<file path="config.mk">
export PLATFORM = sky130hd
export DESIGN_NAME = mbb_clip
export DESIGN_NICKNAME = d
export VERILOG_FILES = /design/src/rtl/mbb_pkg.sv /design/src/rtl/mbb_clip.sv
export SDC_FILE = /design/constraint.sdc
export NUM_CORES = 1
export LEC_CHECK = 0
export ABC_AREA = 0
export BUFFER_PORTS_ARGS = -buffer_cell sky130_fd_sc_hd__buf_2
export CAP_MARGIN = 10
export CORE_MARGIN = 3
export CORE_UTILIZATION = 29
export DETAILED_ROUTE_END_ITERATION = 7
export PLACE_DENSITY = 0.56
export SETUP_SLACK_MARGIN = 0.4
export SLEW_MARGIN = 20
export SYNTH_ARGS = -nofsm -noshare
export SYNTH_HDL_FRONTEND = slang
export SYNTH_SLANG_ARGS = --single-unit
</file>
<file path="constraint.sdc">
create_clock -name vclk -period 7.96
set_input_delay 1.99 -clock vclk [all_inputs]
set_output_delay 1.99 -clock vclk [all_outputs]
set_load 0.01 [all_outputs]
</file>
<file path="src/rtl/mbb_pkg.sv">
// mbb_pkg: shared types and constants for the mono bitmap masked blit
// no dependencies; used by mbb_cfg, mbb_clip and the top level

package mbb_pkg;

    // item modes
    typedef enum logic [1:0] {
        MODE_WRITE = 2'd0,
        MODE_READ  = 2'd1,
        MODE_BLIT  = 2'd2
    } t_mode;

    // configuration register indexes
    typedef enum logic [2:0] {
        CFG_CANVAS_WIDTH  = 3'd0,
        CFG_CANVAS_HEIGHT = 3'd1,
        CFG_ROW_STRIDE    = 3'd2,
        CFG_IMAGE_WIDTH   = 3'd3,
        CFG_IMAGE_HEIGHT  = 3'd4,
        CFG_OFFSET_X      = 3'd5,
        CFG_OFFSET_Y      = 3'd6
    } t_cfg_idx;

    typedef struct packed {
        logic [9:0]        canvas_width;
        logic [9:0]        canvas_height;
        logic [6:0]        row_stride_bytes;
        logic [6:0]        image_width;
        logic [6:0]        image_height;
        logic signed [9:0] offset_x;
        logic signed [9:0] offset_y;
    } t_cfg;

    // per source word: clip mask over two canvas bytes and their position
    typedef struct packed {
        logic [15:0]       mask16;
        logic signed [7:0] xb;
        logic [9:0]        py;
    } t_blit;

    localparam logic [9:0] RST_CANVAS_WIDTH  = 10'd128;
    localparam logic [9:0] RST_CANVAS_HEIGHT = 10'd64;
    localparam logic [6:0] RST_ROW_STRIDE    = 7'd16;
    localparam logic [6:0] RST_IMAGE_WIDTH   = 7'd32;
    localparam logic [6:0] RST_IMAGE_HEIGHT  = 7'd32;
    localparam logic [9:0] RST_OFFSET_X      = 10'd24;
    localparam logic [9:0] RST_OFFSET_Y      = 10'h3EE;

endpackage

</file>
<file path="src/rtl/mbb_clip.sv">
// mbb_clip: per-pixel clipping of one source byte against image and canvas
// depends on mbb_pkg

module mbb_clip #(
    parameter int MAX_IMAGE_WIDTH = 64
) (
    input  mbb_pkg::t_cfg  i_cfg,
    input  logic [5:0]     i_row,
    input  logic [2:0]     i_col,
    input  logic [7:0]     i_data,
    output mbb_pkg::t_blit o_blit
);

    localparam logic [8:0] MAX_W = 9'(MAX_IMAGE_WIDTH);

    logic signed [10:0] x0;
    logic signed [10:0] py;
    logic signed [10:0] px;
    logic [5:0]         sx;
    logic               row_ok;
    logic [7:0]         v;

    always_comb begin
        x0 = {i_cfg.offset_x[9], i_cfg.offset_x} + {2'b00, i_col, 3'b000};
        py = {i_cfg.offset_y[9], i_cfg.offset_y} + {5'b00000, i_row};
        row_ok = ({1'b0, i_row} < i_cfg.image_height) && !py[10]
                 && (py[9:0] < i_cfg.canvas_height);
        px = x0;
        sx = '0;
        v  = '0;
        // pixel b of the word sits at bit 7-b, msb first
        for (int b = 0; b < 8; b++) begin
            px = x0 + {8'b0, 3'(b)};
            sx = {i_col, 3'(b)};
            v[3'(7 - b)] = i_data[3'(7 - b)] && row_ok
                           && ({1'b0, sx} < i_cfg.image_width)
                           && ({3'b000, sx} < MAX_W)
                           && !px[10] && (px[9:0] < i_cfg.canvas_width);
        end
        // spread over the two canvas bytes the word straddles
        o_blit.mask16 = {v, 8'h00} >> x0[2:0];
        o_blit.xb     = x0[10:3];
        o_blit.py     = py[9:0];
    end

endmodule

</file>
After elaboration in Yosys (flattened, before gate mapping)
Cells that the tools add are included.
Operators by class
  add/sub/neg operators: 6
  magnitude comparators: 10
  shift operators: 1
  reduce and logical (&&, ||, !) cells: 23
Operator list (count)
  $lt 10x10->1: 5
  $add 11x3->11 const B: 4
  $lt 6x7->1: 5
  $add 10x7->11: 2
  $logic_and 1x1->1: 18
  $shr 12x3->16: 1
  $logic_not 1->1: 5
Storage, ports and cells
  register bits: 0
  input bits: 78
  output and inout bits: 34
  logic and storage cells: 40

Longest topological paths before layout
  depth after elaboration: 9
  depth in mapped cells: 17
  mapped depth without buffers: 17

Least setup slack after synthesis
Ideal clock, no wire load.
  kind: input -> output
  from: input i_cfg[13] (netlist name)
  to: output o_blit[27] (netlist name)
  arrival: 5.240 ns
  required time: 5.970 ns
  slack: 0.730 ns
  stages on the path: 17
  buffers on the path: 1
  cells stage by stage: ha_1 -> fa_1 -> buf_2 -> nand2_1 -> nor2b_1 -> nor2b_1 -> nand2_1 -> xnor2_1 -> ha_1 -> a21o_1 -> a21oi_1 -> nand2b_1 -> o211ai_1 -> nand3_1 -> o21ai_0 -> nand4_1 -> a21oi_1
RTL lines
  start: declaration: RTL line mbb_clip.sv:7  | input mbb_pkg::t_cfg i_cfg,
  end: declaration: RTL line mbb_clip.sv:11  | output mbb_pkg::t_blit o_blit

==> out/results.ini <==
[run_status]
outcome = finished, final reports clean

[critical_path]
cp.arrival_ns = 5.36
endpoint_kind = output port
slowest_stage = fa_2
crit_required_ns = 5.97
critical_path_class = in2out
path_buf_inv = 3
worstSetupStartpoint = i_col[0]
slowest_delay_ns = 0.43
start_kind = input pin
crit_chain = buf_6, ha_4, fa_2, nand3_2, a32oi_4, nor3_4, nand3_2, nor2_2, xnor2_1, ha_1, o211ai_1, nor3_1, a221oi_2, o211ai_1, nor4_2, a41oi_2, buf_4, nor2_2, buf_2
path_delay_family = simple AND/OR/NAND/NOR gates
cp.depth = 19
crit_path_end = o_blit[20]
critPathMaxFanout = 3

[yosys]
synth_compound_area_share_pct = 22.7
syn_area_mm2 = 0.00272
synthSimpleGateAreaFrac_pct = 21.6
yosys_warnings = 0
synth_mux_area_share_pct = 0.737
seq_area_frac_synth_pct = 0
synth_top_family_by_area = adder cells
synth_area_leader_cell = ha_1
syn_inst = 366
synth_fa_ha_area_share_pct = 33.7
synth_area_leaders = ha_1 (32%), xnor2_1 (8.7%), inv_1 (6.1%)
synth_cell_types = 55
synth_xor_area_share_pct = 12.2
synth.avg_cell_area_um2 = 7.43
synth_top_area_share_pct = 32.2

[power]
p_leak_uw = 0.00180
ir_drop_v = 0.0000322
powerDensity_mw_per_mm2 = 80.4

[placed_design]
dp_cells = 570
dp_hpwl_mm = 7.33
dpl-instance-area_mm2 = 0.00334
port_buffers = 96
gp_congestion = 0.904

[cells_and_area]
fin_nets = 622
fillers = 930
stdcell_count = 578
stdcell_area_mm2 = 0.00358
n_clock_buffer = 0
final_common_cell = buf_2
layout-drive-gt1-share_pct = 32.6
design.seq.count = 0
final_util_pct = 40.3
seq_area_um2 = 0
area_growth_pct = 31.8
num_antenna_cells = 0
mostFrequentLayoutCells = buf_2 (93), ha_1 (68), inv_1 (44), xnor2_1 (27), nand2_1 (23)

[drt]
drt_iter0_drc = 123
drc_errors = 0
vias_per_cell = 5.07
route.final.wire_length_mm = 8.48
routedWlPerCell_um = 14.7
vias = 2928
drtPass1Iterations = 4
drtAntennaViolNets = 0

[die]
core-area_mm2 = 0.00889
die_area_mm2 = 0.0106
ios = 112
initial_core_util_pct = 30.6
die_height_um = 103
die_w_um = 103
rows = 34

[grt]
grt_util_all_layers_pct = 15.7
grt_pass1_wl_mm = 13.5
grt_max_degree = 13
overflow = 0
grt_pass1_vias = 2861
grt_antenna_before_repair = 0

[sta]
rsz0062_at_grt = false
max_freq_mhz = 136
hold_viol_final = 0
slew_violations = 0
hold_ws_ns = 4.32
fin_setup_tns_ns = 0
period_minus_slack_ns = 7.35
fin_crit_sh_pct = 92.4
finalSetupViolCount = 0

[min_path]
hold_class = in2out

[cts]
hold_buffers = 0

[flow_run]
cap_viol_max_count = 0

area by class of cell:
cell class	instances	area [um2]	share of cell area [%]
Inverter	46	176	4.93
Multi-Input combinational cell	312	2650	74.0
Timing Repair Buffer	112	619	17.3
Tap cell	108	135	3.77
cells in the mapped netlist, types with 3 or more instances:
library cell and instances:
nand2b_1 3, nand4_1 7, nor3_1 4, o2111ai_1 5, nand2_1 23, a21oi_1 27, ha_1 70, a21boi_0 3
clkbuf_1 4, and3_1 5, a211oi_1 4, buf_4 6, xor2_1 11, nand3_1 15, o21ai_1 3, o21bai_1 3
o211ai_1 6, a21o_1 7, o21ai_0 12, nor2_1 23, inv_1 44, nor2b_1 11, xnor2_1 27
kinds of logic after synthesis:
group	count (synthesis)
and+or+nand+nor	108
AOI/OAI and AO/OA	87
adders and majority gates	72
buffers and inverters	58
xor gates and xnor gates	38
muxes	2
other	1
worst min-delay path, cell delays in order:
cell	delay, ns
buf_2	0.08
ha_1	0.13
buf_2	0.13
stage by stage:
step	worst slack (ns)	total power [uW]
2_1_floorplan	0.730	179
3_3_place_gp	0.189	256
3_5_place_dp	0.157	261
4_1_cts	0.407	266
5_1_grt	0.409	325
6_report	0.607	288
power breakdown:
group / internal, uW / switching (uW) / total (uW)
registers: 0 / 0 / 0
logic: 128 / 160 / 288
clock network: 0 / 0 / 0
total: 128 / 160 / 288
what timing repair did:
item                                    in CTS  in global routing
buffers inserted                             1                  7
resized for setup                            4                 37
pin swaps                                    1                 21
endpoints found under the setup margin      10                 10
metal layers:
layer  vias up  share of wire (%)  global-route usage (%)
li1       1504                  -                       -
met1      1344                 44                    20.4
met2        76                 50                    29.5
met3         4                4.6                    1.08
met4         0               0.70                   0.797
met5         -                  0                       0
worst min path at each step:
stage	from	end	slack [ns]	cells after the start
final	i_cfg[0]	o_blit[0]	4.32	3
after global routing	i_cfg[8]	o_blit[8]	4.35	3
after CTS	i_cfg[0]	o_blit[0]	4.32	3
after detailed placement	i_cfg[9]	o_blit[9]	4.32	3
after global placement	i_cfg[0]	o_blit[0]	4.32	3
after floorplan	i_cfg[6]	o_blit[6]	4.07	1
(Power assumes the default switching activity.)
