[config.mk]
export PLATFORM = sky130hd
export DESIGN_NAME = mbb_cfg_flat
export DESIGN_NICKNAME = d
export VERILOG_FILES = /design/src/rtl/mbb_pkg.sv /design/src/rtl/mbb_if.sv /design/src/rtl/mbb_cfg.sv /design/src/flat_wrapper.sv
export SDC_FILE = /design/constraint.sdc
export NUM_CORES = 1
export LEC_CHECK = 0
export ABC_AREA = 1
export BUFFER_PORTS_ARGS = -buffer_cell sky130_fd_sc_hd__buf_2
export CAP_MARGIN = 40
export CORE_MARGIN = 8
export CORE_UTILIZATION = 50
export CTS_BUF_LIST = sky130_fd_sc_hd__clkbuf_16
export CTS_CLUSTER_DIAMETER = 120
export DETAILED_ROUTE_END_ITERATION = 10
export MAX_ROUTING_LAYER = met4
export PLACE_DENSITY = 0.77
export SYNTH_ARGS = -nofsm -noshare
export SYNTH_HDL_FRONTEND = slang
export SYNTH_SLANG_ARGS = --single-unit
[constraint.sdc]
create_clock -name i_clk -period 2.79 [get_ports i_clk]
set_input_delay 0.4185 -clock i_clk [delete_from_list [all_inputs] [get_ports i_clk]]
set_output_delay 0.4185 -clock i_clk [all_outputs]
set_load 0.03 [all_outputs]
[src/rtl/mbb_pkg.sv]
// mbb_pkg: shared types and constants for the mono bitmap masked blit
// no dependencies; used by mbb_cfg, mbb_clip and the top level

package mbb_pkg;

    // item modes
    typedef enum logic [1:0] {
        MODE_WRITE = 2'd0,
        MODE_READ  = 2'd1,
        MODE_BLIT  = 2'd2
    } t_mode;

    // configuration register indexes
    typedef enum logic [2:0] {
        CFG_CANVAS_WIDTH  = 3'd0,
        CFG_CANVAS_HEIGHT = 3'd1,
        CFG_ROW_STRIDE    = 3'd2,
        CFG_IMAGE_WIDTH   = 3'd3,
        CFG_IMAGE_HEIGHT  = 3'd4,
        CFG_OFFSET_X      = 3'd5,
        CFG_OFFSET_Y      = 3'd6
    } t_cfg_idx;

    typedef struct packed {
        logic [9:0]        canvas_width;
        logic [9:0]        canvas_height;
        logic [6:0]        row_stride_bytes;
        logic [6:0]        image_width;
        logic [6:0]        image_height;
        logic signed [9:0] offset_x;
        logic signed [9:0] offset_y;
    } t_cfg;

    // per source word: clip mask over two canvas bytes and their position
    typedef struct packed {
        logic [15:0]       mask16;
        logic signed [7:0] xb;
        logic [9:0]        py;
    } t_blit;

    localparam logic [9:0] RST_CANVAS_WIDTH  = 10'd128;
    localparam logic [9:0] RST_CANVAS_HEIGHT = 10'd64;
    localparam logic [6:0] RST_ROW_STRIDE    = 7'd16;
    localparam logic [6:0] RST_IMAGE_WIDTH   = 7'd32;
    localparam logic [6:0] RST_IMAGE_HEIGHT  = 7'd32;
    localparam logic [9:0] RST_OFFSET_X      = 10'd24;
    localparam logic [9:0] RST_OFFSET_Y      = 10'h3EE;

endpackage

[src/rtl/mbb_if.sv]


interface mbb_cfg_if;
    logic       valid;
    logic       ready;
    logic [2:0] index;
    logic [9:0] data;

    modport source (output valid, index, data, input ready);
    modport sink (input valid, index, data, output ready);
endinterface

[src/rtl/mbb_cfg.sv]
// mbb_cfg: configuration register file of the blit
// depends on mbb_pkg and mbb_cfg_if

module mbb_cfg (
    input  logic           i_clk,
    input  logic           i_rst_n,
    mbb_cfg_if.sink        i_cfg,
    output mbb_pkg::t_cfg  o_cfg
);

    mbb_pkg::t_cfg r_cfg;

    assign i_cfg.ready = 1'b1;

    always_ff @(posedge i_clk) begin
        if (!i_rst_n) begin
            r_cfg.canvas_width     <= mbb_pkg::RST_CANVAS_WIDTH;
            r_cfg.canvas_height    <= mbb_pkg::RST_CANVAS_HEIGHT;
            r_cfg.row_stride_bytes <= mbb_pkg::RST_ROW_STRIDE;
            r_cfg.image_width      <= mbb_pkg::RST_IMAGE_WIDTH;
            r_cfg.image_height     <= mbb_pkg::RST_IMAGE_HEIGHT;
            r_cfg.offset_x         <= $signed(mbb_pkg::RST_OFFSET_X);
            r_cfg.offset_y         <= $signed(mbb_pkg::RST_OFFSET_Y);
        end else if (i_cfg.valid) begin
            case (mbb_pkg::t_cfg_idx'(i_cfg.index))
                mbb_pkg::CFG_CANVAS_WIDTH:  r_cfg.canvas_width     <= i_cfg.data;
                mbb_pkg::CFG_CANVAS_HEIGHT: r_cfg.canvas_height    <= i_cfg.data;
                mbb_pkg::CFG_ROW_STRIDE:    r_cfg.row_stride_bytes <= i_cfg.data[6:0];
                mbb_pkg::CFG_IMAGE_WIDTH:   r_cfg.image_width      <= i_cfg.data[6:0];
                mbb_pkg::CFG_IMAGE_HEIGHT:  r_cfg.image_height     <= i_cfg.data[6:0];
                mbb_pkg::CFG_OFFSET_X:      r_cfg.offset_x         <= $signed(i_cfg.data);
                mbb_pkg::CFG_OFFSET_Y:      r_cfg.offset_y         <= $signed(i_cfg.data);
                default: begin
                end
            endcase
        end
    end

    assign o_cfg = r_cfg;

endmodule

[src/flat_wrapper.sv]
// flat-port wrapper written by rule: the top's interface ports become plain ports
module mbb_cfg_flat 
  (i_clk, i_rst_n, o_cfg, i_cfg_valid, i_cfg_index, i_cfg_data, i_cfg_ready);
  mbb_cfg_if i_cfg_i ();
  input  logic i_clk;
  input  logic i_rst_n;
  output mbb_pkg::t_cfg o_cfg;
  input wire logic [$bits(i_cfg_i.valid)-1:0] i_cfg_valid;
  input wire logic [$bits(i_cfg_i.index)-1:0] i_cfg_index;
  input wire logic [$bits(i_cfg_i.data)-1:0] i_cfg_data;
  output wire logic [$bits(i_cfg_i.ready)-1:0] i_cfg_ready;
  assign i_cfg_i.valid = i_cfg_valid;
  assign i_cfg_i.index = i_cfg_index;
  assign i_cfg_i.data = i_cfg_data;
  assign i_cfg_ready = i_cfg_i.ready;
  mbb_cfg u_core (.i_clk(i_clk), .i_rst_n(i_rst_n), .i_cfg(i_cfg_i), .o_cfg(o_cfg));
endmodule
* Yosys cells after proc, flatten, opt, wreduce, memory -nomap -nowiden
Index checks and enable logic that the tools add are counted.
** Word-level totals
- Bits in registers :: 61
- Latch bits :: 0
- Bits in writable memories :: 0
- Bits in read-only memories :: 0
- Bits of input ports :: 16
- Output and inout port bits :: 62
- Logic and storage cells :: 21
- Memories :: 0
** Operators by class
- Add/sub/neg operators :: 0
- Multiply operators :: 0
- Div/mod/pow operators :: 0
- Order comparisons :: 0
- Equal/unequal tests :: 6
- Shift-type cells :: 0
- Mux-type cells :: 0
- Bitwise gates (word level) :: 0
- Reduce and logical (&&, ||, !) cells :: 8
** Operators by type and width (count)
- $reduce_and A2 Y1 :: 7
- $eq A3 B3 Y1 const B :: 3
- $eq A3 B2 Y1 const B :: 2
- $eq A3 B1 Y1 const B :: 1
- $logic_not A3 Y1 :: 1

* Depth between registers and ports, before layout
- Depth after elaboration :: 2
- Depth in mapped cells :: 6
- Mapped depth without buffers :: 5

* Least setup slack after synthesis
OpenSTA, ideal clock, no wires.
- Path type :: input to register
- From :: input port i_cfg_index[1]
- To :: register u_core.r_cfg, in the netlist u_core.o_cfg[58]
- Library setup time :: 130 ps
- Data arrival time :: 1063 ps
- Required time :: 2660 ps
- Setup slack :: 1597 ps
- Cell stages on the path :: 5
- Path buffers :: 1
- Path through :: nor2_1 > buf_4 > nand2_1 > nand2_1 > nand3_1
** On the way
- Word-level cells in the longest chain between the ends :: 2
** Ends and longest elaborated chain
- start, declared :: line flat_wrapper.sv:9 : input wire logic [$bits(i_cfg_i.index)-1:0] i_cfg_index;
- $logic_not A3 Y1 :: line mbb_cfg.sv:25 : case (mbb_pkg::t_cfg_idx'(i_cfg.index))
- $reduce_and A2 Y1 (no line)
- end, declared :: line mbb_cfg.sv:11 : mbb_pkg::t_cfg r_cfg;
No other way between the ends.
A chain may end at the register's enable or synchronous reset.

* Worst setup path after layout
- From :: register u_core.r_cfg, in the netlist u_core.o_cfg[4]
- To :: output port o_cfg[4] (netlist bit)
** RTL lines
- end, declared :: line flat_wrapper.sv:7 : output mbb_pkg::t_cfg o_cfg;
No word-level cell between the ends.

==> results.cfg <==
[finish]
antenna_cells = 0
largest_register_ffs = 61
area_growth_pct = 31.4
design.final.nets = 435
layout-drive-gt1-share = 0.236

[timing]
finalCriticalPeriod_ns = 1.31
clock_skew_ns = 0
rsz0062_at_grt = no
max_slew.worst_pin.slew_ns = 0.585
fin_setup_tns_ns = 0
fin_ws_ns = 1.48
setup_viol = 0
finalCritPeriodShare = 0.469
finalHoldViolCount = 0
relSlewSlack = 0.610
slew_viol_final = 0
max_freq_mhz = 765

[logic_synthesis]
netlist_area_um2 = 2400
synth_most_common_cell = nor2_1
yosysWarnings = 0
ys_async_sr_fraction = 0
ys_seq_area_frac = 0.508
synthCells = 343
synth_edf_count = 0
synth_flop_cell = dfxtp_1
avgSynthCellArea_um2 = 7.00
synth.distinct_cells = 15
synth_top_area_frac = 0.508
synth_top_cell_by_area = dfxtp_1
ys_ff_latch = 61
synth_nets = 359
netlist_top_cells_count = nor2_1, nand2_1, dfxtp_1, nand3_1, inv_1
synth.area.top_cells = dfxtp_1, nor2_1, nand2_1

[clocking]
cts_root_buf = clkbuf_16
h-tree-depth = 3
post-cts-setup-buffer-count = 0
cts_tree = yes
cts_sinks = 61
clock_latency_ns = 0.32
cts_buffers = 9
ctsResizeCount = 0
ctsHoldBuffers = 0
clk_pin_slew_ns = 0.05
clock_path_buffers = 2

[routing]
vias = 2448
drtIter0Drc = 164
drcViolationCount = 0
wirelength_mm = 6.86
drt_pass1_iterations = 5
wl_per_cell_um = 14.4
viasPerCell = 5.12
route.antenna.remaining_nets = 0

[placed_design]
port-buffer-count = 76
post-dp-hpwl_mm = 4.78
place.gp.congestion = 0.805
place_ws_ns = 1.32

[worst_setup_path]
path_cells = buf_2
cp_max_fo = 2
cp.depth = 1
cp.arrival_ns = 0.89
critical_path_class = register to output port
timing.critical_path.buf_inv = 1
critPathLaunchType = register
crit_path_end_kind = output port
crit_path_top_delay_cell = dfxtp_1
critical_path.top_delay_family = flip-flops
r2r.worst_path.cells = 2
cp_slowest_stage_delay_ns = 0.35
cp.required_ns = 2.37

[floorplan]
io_pins = 78
die_area_um2 = 7280
rows = 25
die_w_um = 85.3
die_height_um = 85.3
core_um2 = 4690
start_util = 0.512

[power_and_ir_drop]
ir_worst_vdd_mv = 0.455
power.density_nw_per_um2 = 761
p_leak_nw = 1.58

[global_routing]
grt_pass1_wl_mm = 11.2
grt_max_degree = 34
track_usage = 0.201
antenna_found_initial = 0
grt_remaining_overflow = 0
grt_pass1_vias = 2340

[min_path]
hold-path-cell-count = 3
hp-class = input port to register

[status]
status = complete, no violations

[flow_run]
cap_violations = 0
==> power breakdown <==
part	leakage [nW]	internal [mW]	total, mW	switching [mW]
Combinational	0.925	0.0695	0.251	0.182
Sequential	0.496	0.903	0.919	0.0151
Clock	0.163	0.859	1.23	0.373
==> area by class of cell <==
class	instances	area, µm²
clock inverters	7	105
inverters	16	60.1
repair buffers	79	423
clock buffers	9	225
well taps	54	67.6
fillers	420	1540
multi-input cells	252	1050
flip-flops and latches	61	1220
==> layout by cell type (no fill, tap or decap) <==
cell type | synthesis | final
buf_16 | 0 | 1
buf_2 | 4 | 76
buf_4 | 3 | 2
bufinv_16 | 0 | 3
clkbuf_16 | 0 | 9
clkinv_1 | 0 | 3
conb_1 | 1 | 1
dfxtp_1 | 61 | 61
inv_1 | 15 | 16
inv_2 | 1 | 1
nand2_1 | 84 | 84
nand2_4 | 1 | 1
nand3_1 | 61 | 61
nor2_1 | 97 | 96
nor2_2 | 5 | 6
nor2_4 | 1 | 1
o21ai_0 | 2 | 2
==> cells by family after synthesis <==
family	Yosys count	share of synthesized area
simple gates	249	0.432
flops	61	0.508
buf+inv	30	0.0536
compound gates	2	0.00417
other cells	1	0.00156
==> worst register-to-register path, cell delays in order (launching register included) <==
cell     delay [ns]
dfxtp_1        0.31
nor2_1         0.15
nor2_1         0.07
==> path summary, 6_finish.rpt <==
path / from / endpoint / slack (ns)
worst min register to register: u_core.o_cfg[5]$_SDFFE_PN1P_ / u_core.o_cfg[5]$_SDFFE_PN1P_ / 0.45
worst max register to register: u_core.o_cfg[60]$_SDFFE_PN0P_ / u_core.o_cfg[60]$_SDFFE_PN0P_ / 2.15
worst max-delay path: u_core.o_cfg[4]$_SDFFE_PN0P_ / o_cfg[4] / 1.48
worst min-delay path: i_cfg_data[2] / u_core.o_cfg[2]$_SDFFE_PN1P_ / 0.33
==> metal layers <==
layer  part of all wire  vias up  GRT usage
met4              0.021        0      0.102
met2               0.49       94      0.320
met3              0.075       14     0.0637
li1                   -     1219          -
met5                  0        -          -
met1               0.41     1121      0.223
==> through the flow <==
stage,power [mW],cell area (µm²),cells,util,hold WS [ns]
floorplan,1.11,2400,343,-,0.532
global placement,1.18,2790,460,0.595,0.435
detailed placement,1.19,2830,462,0.602,0.437
CTS,2.41,3160,478,0.673,0.324
global route,2.47,3160,478,0.673,0.327
finish,2.40,3160,478,0.673,0.327
No activity file was read; power rests on OpenSTA's default activity.
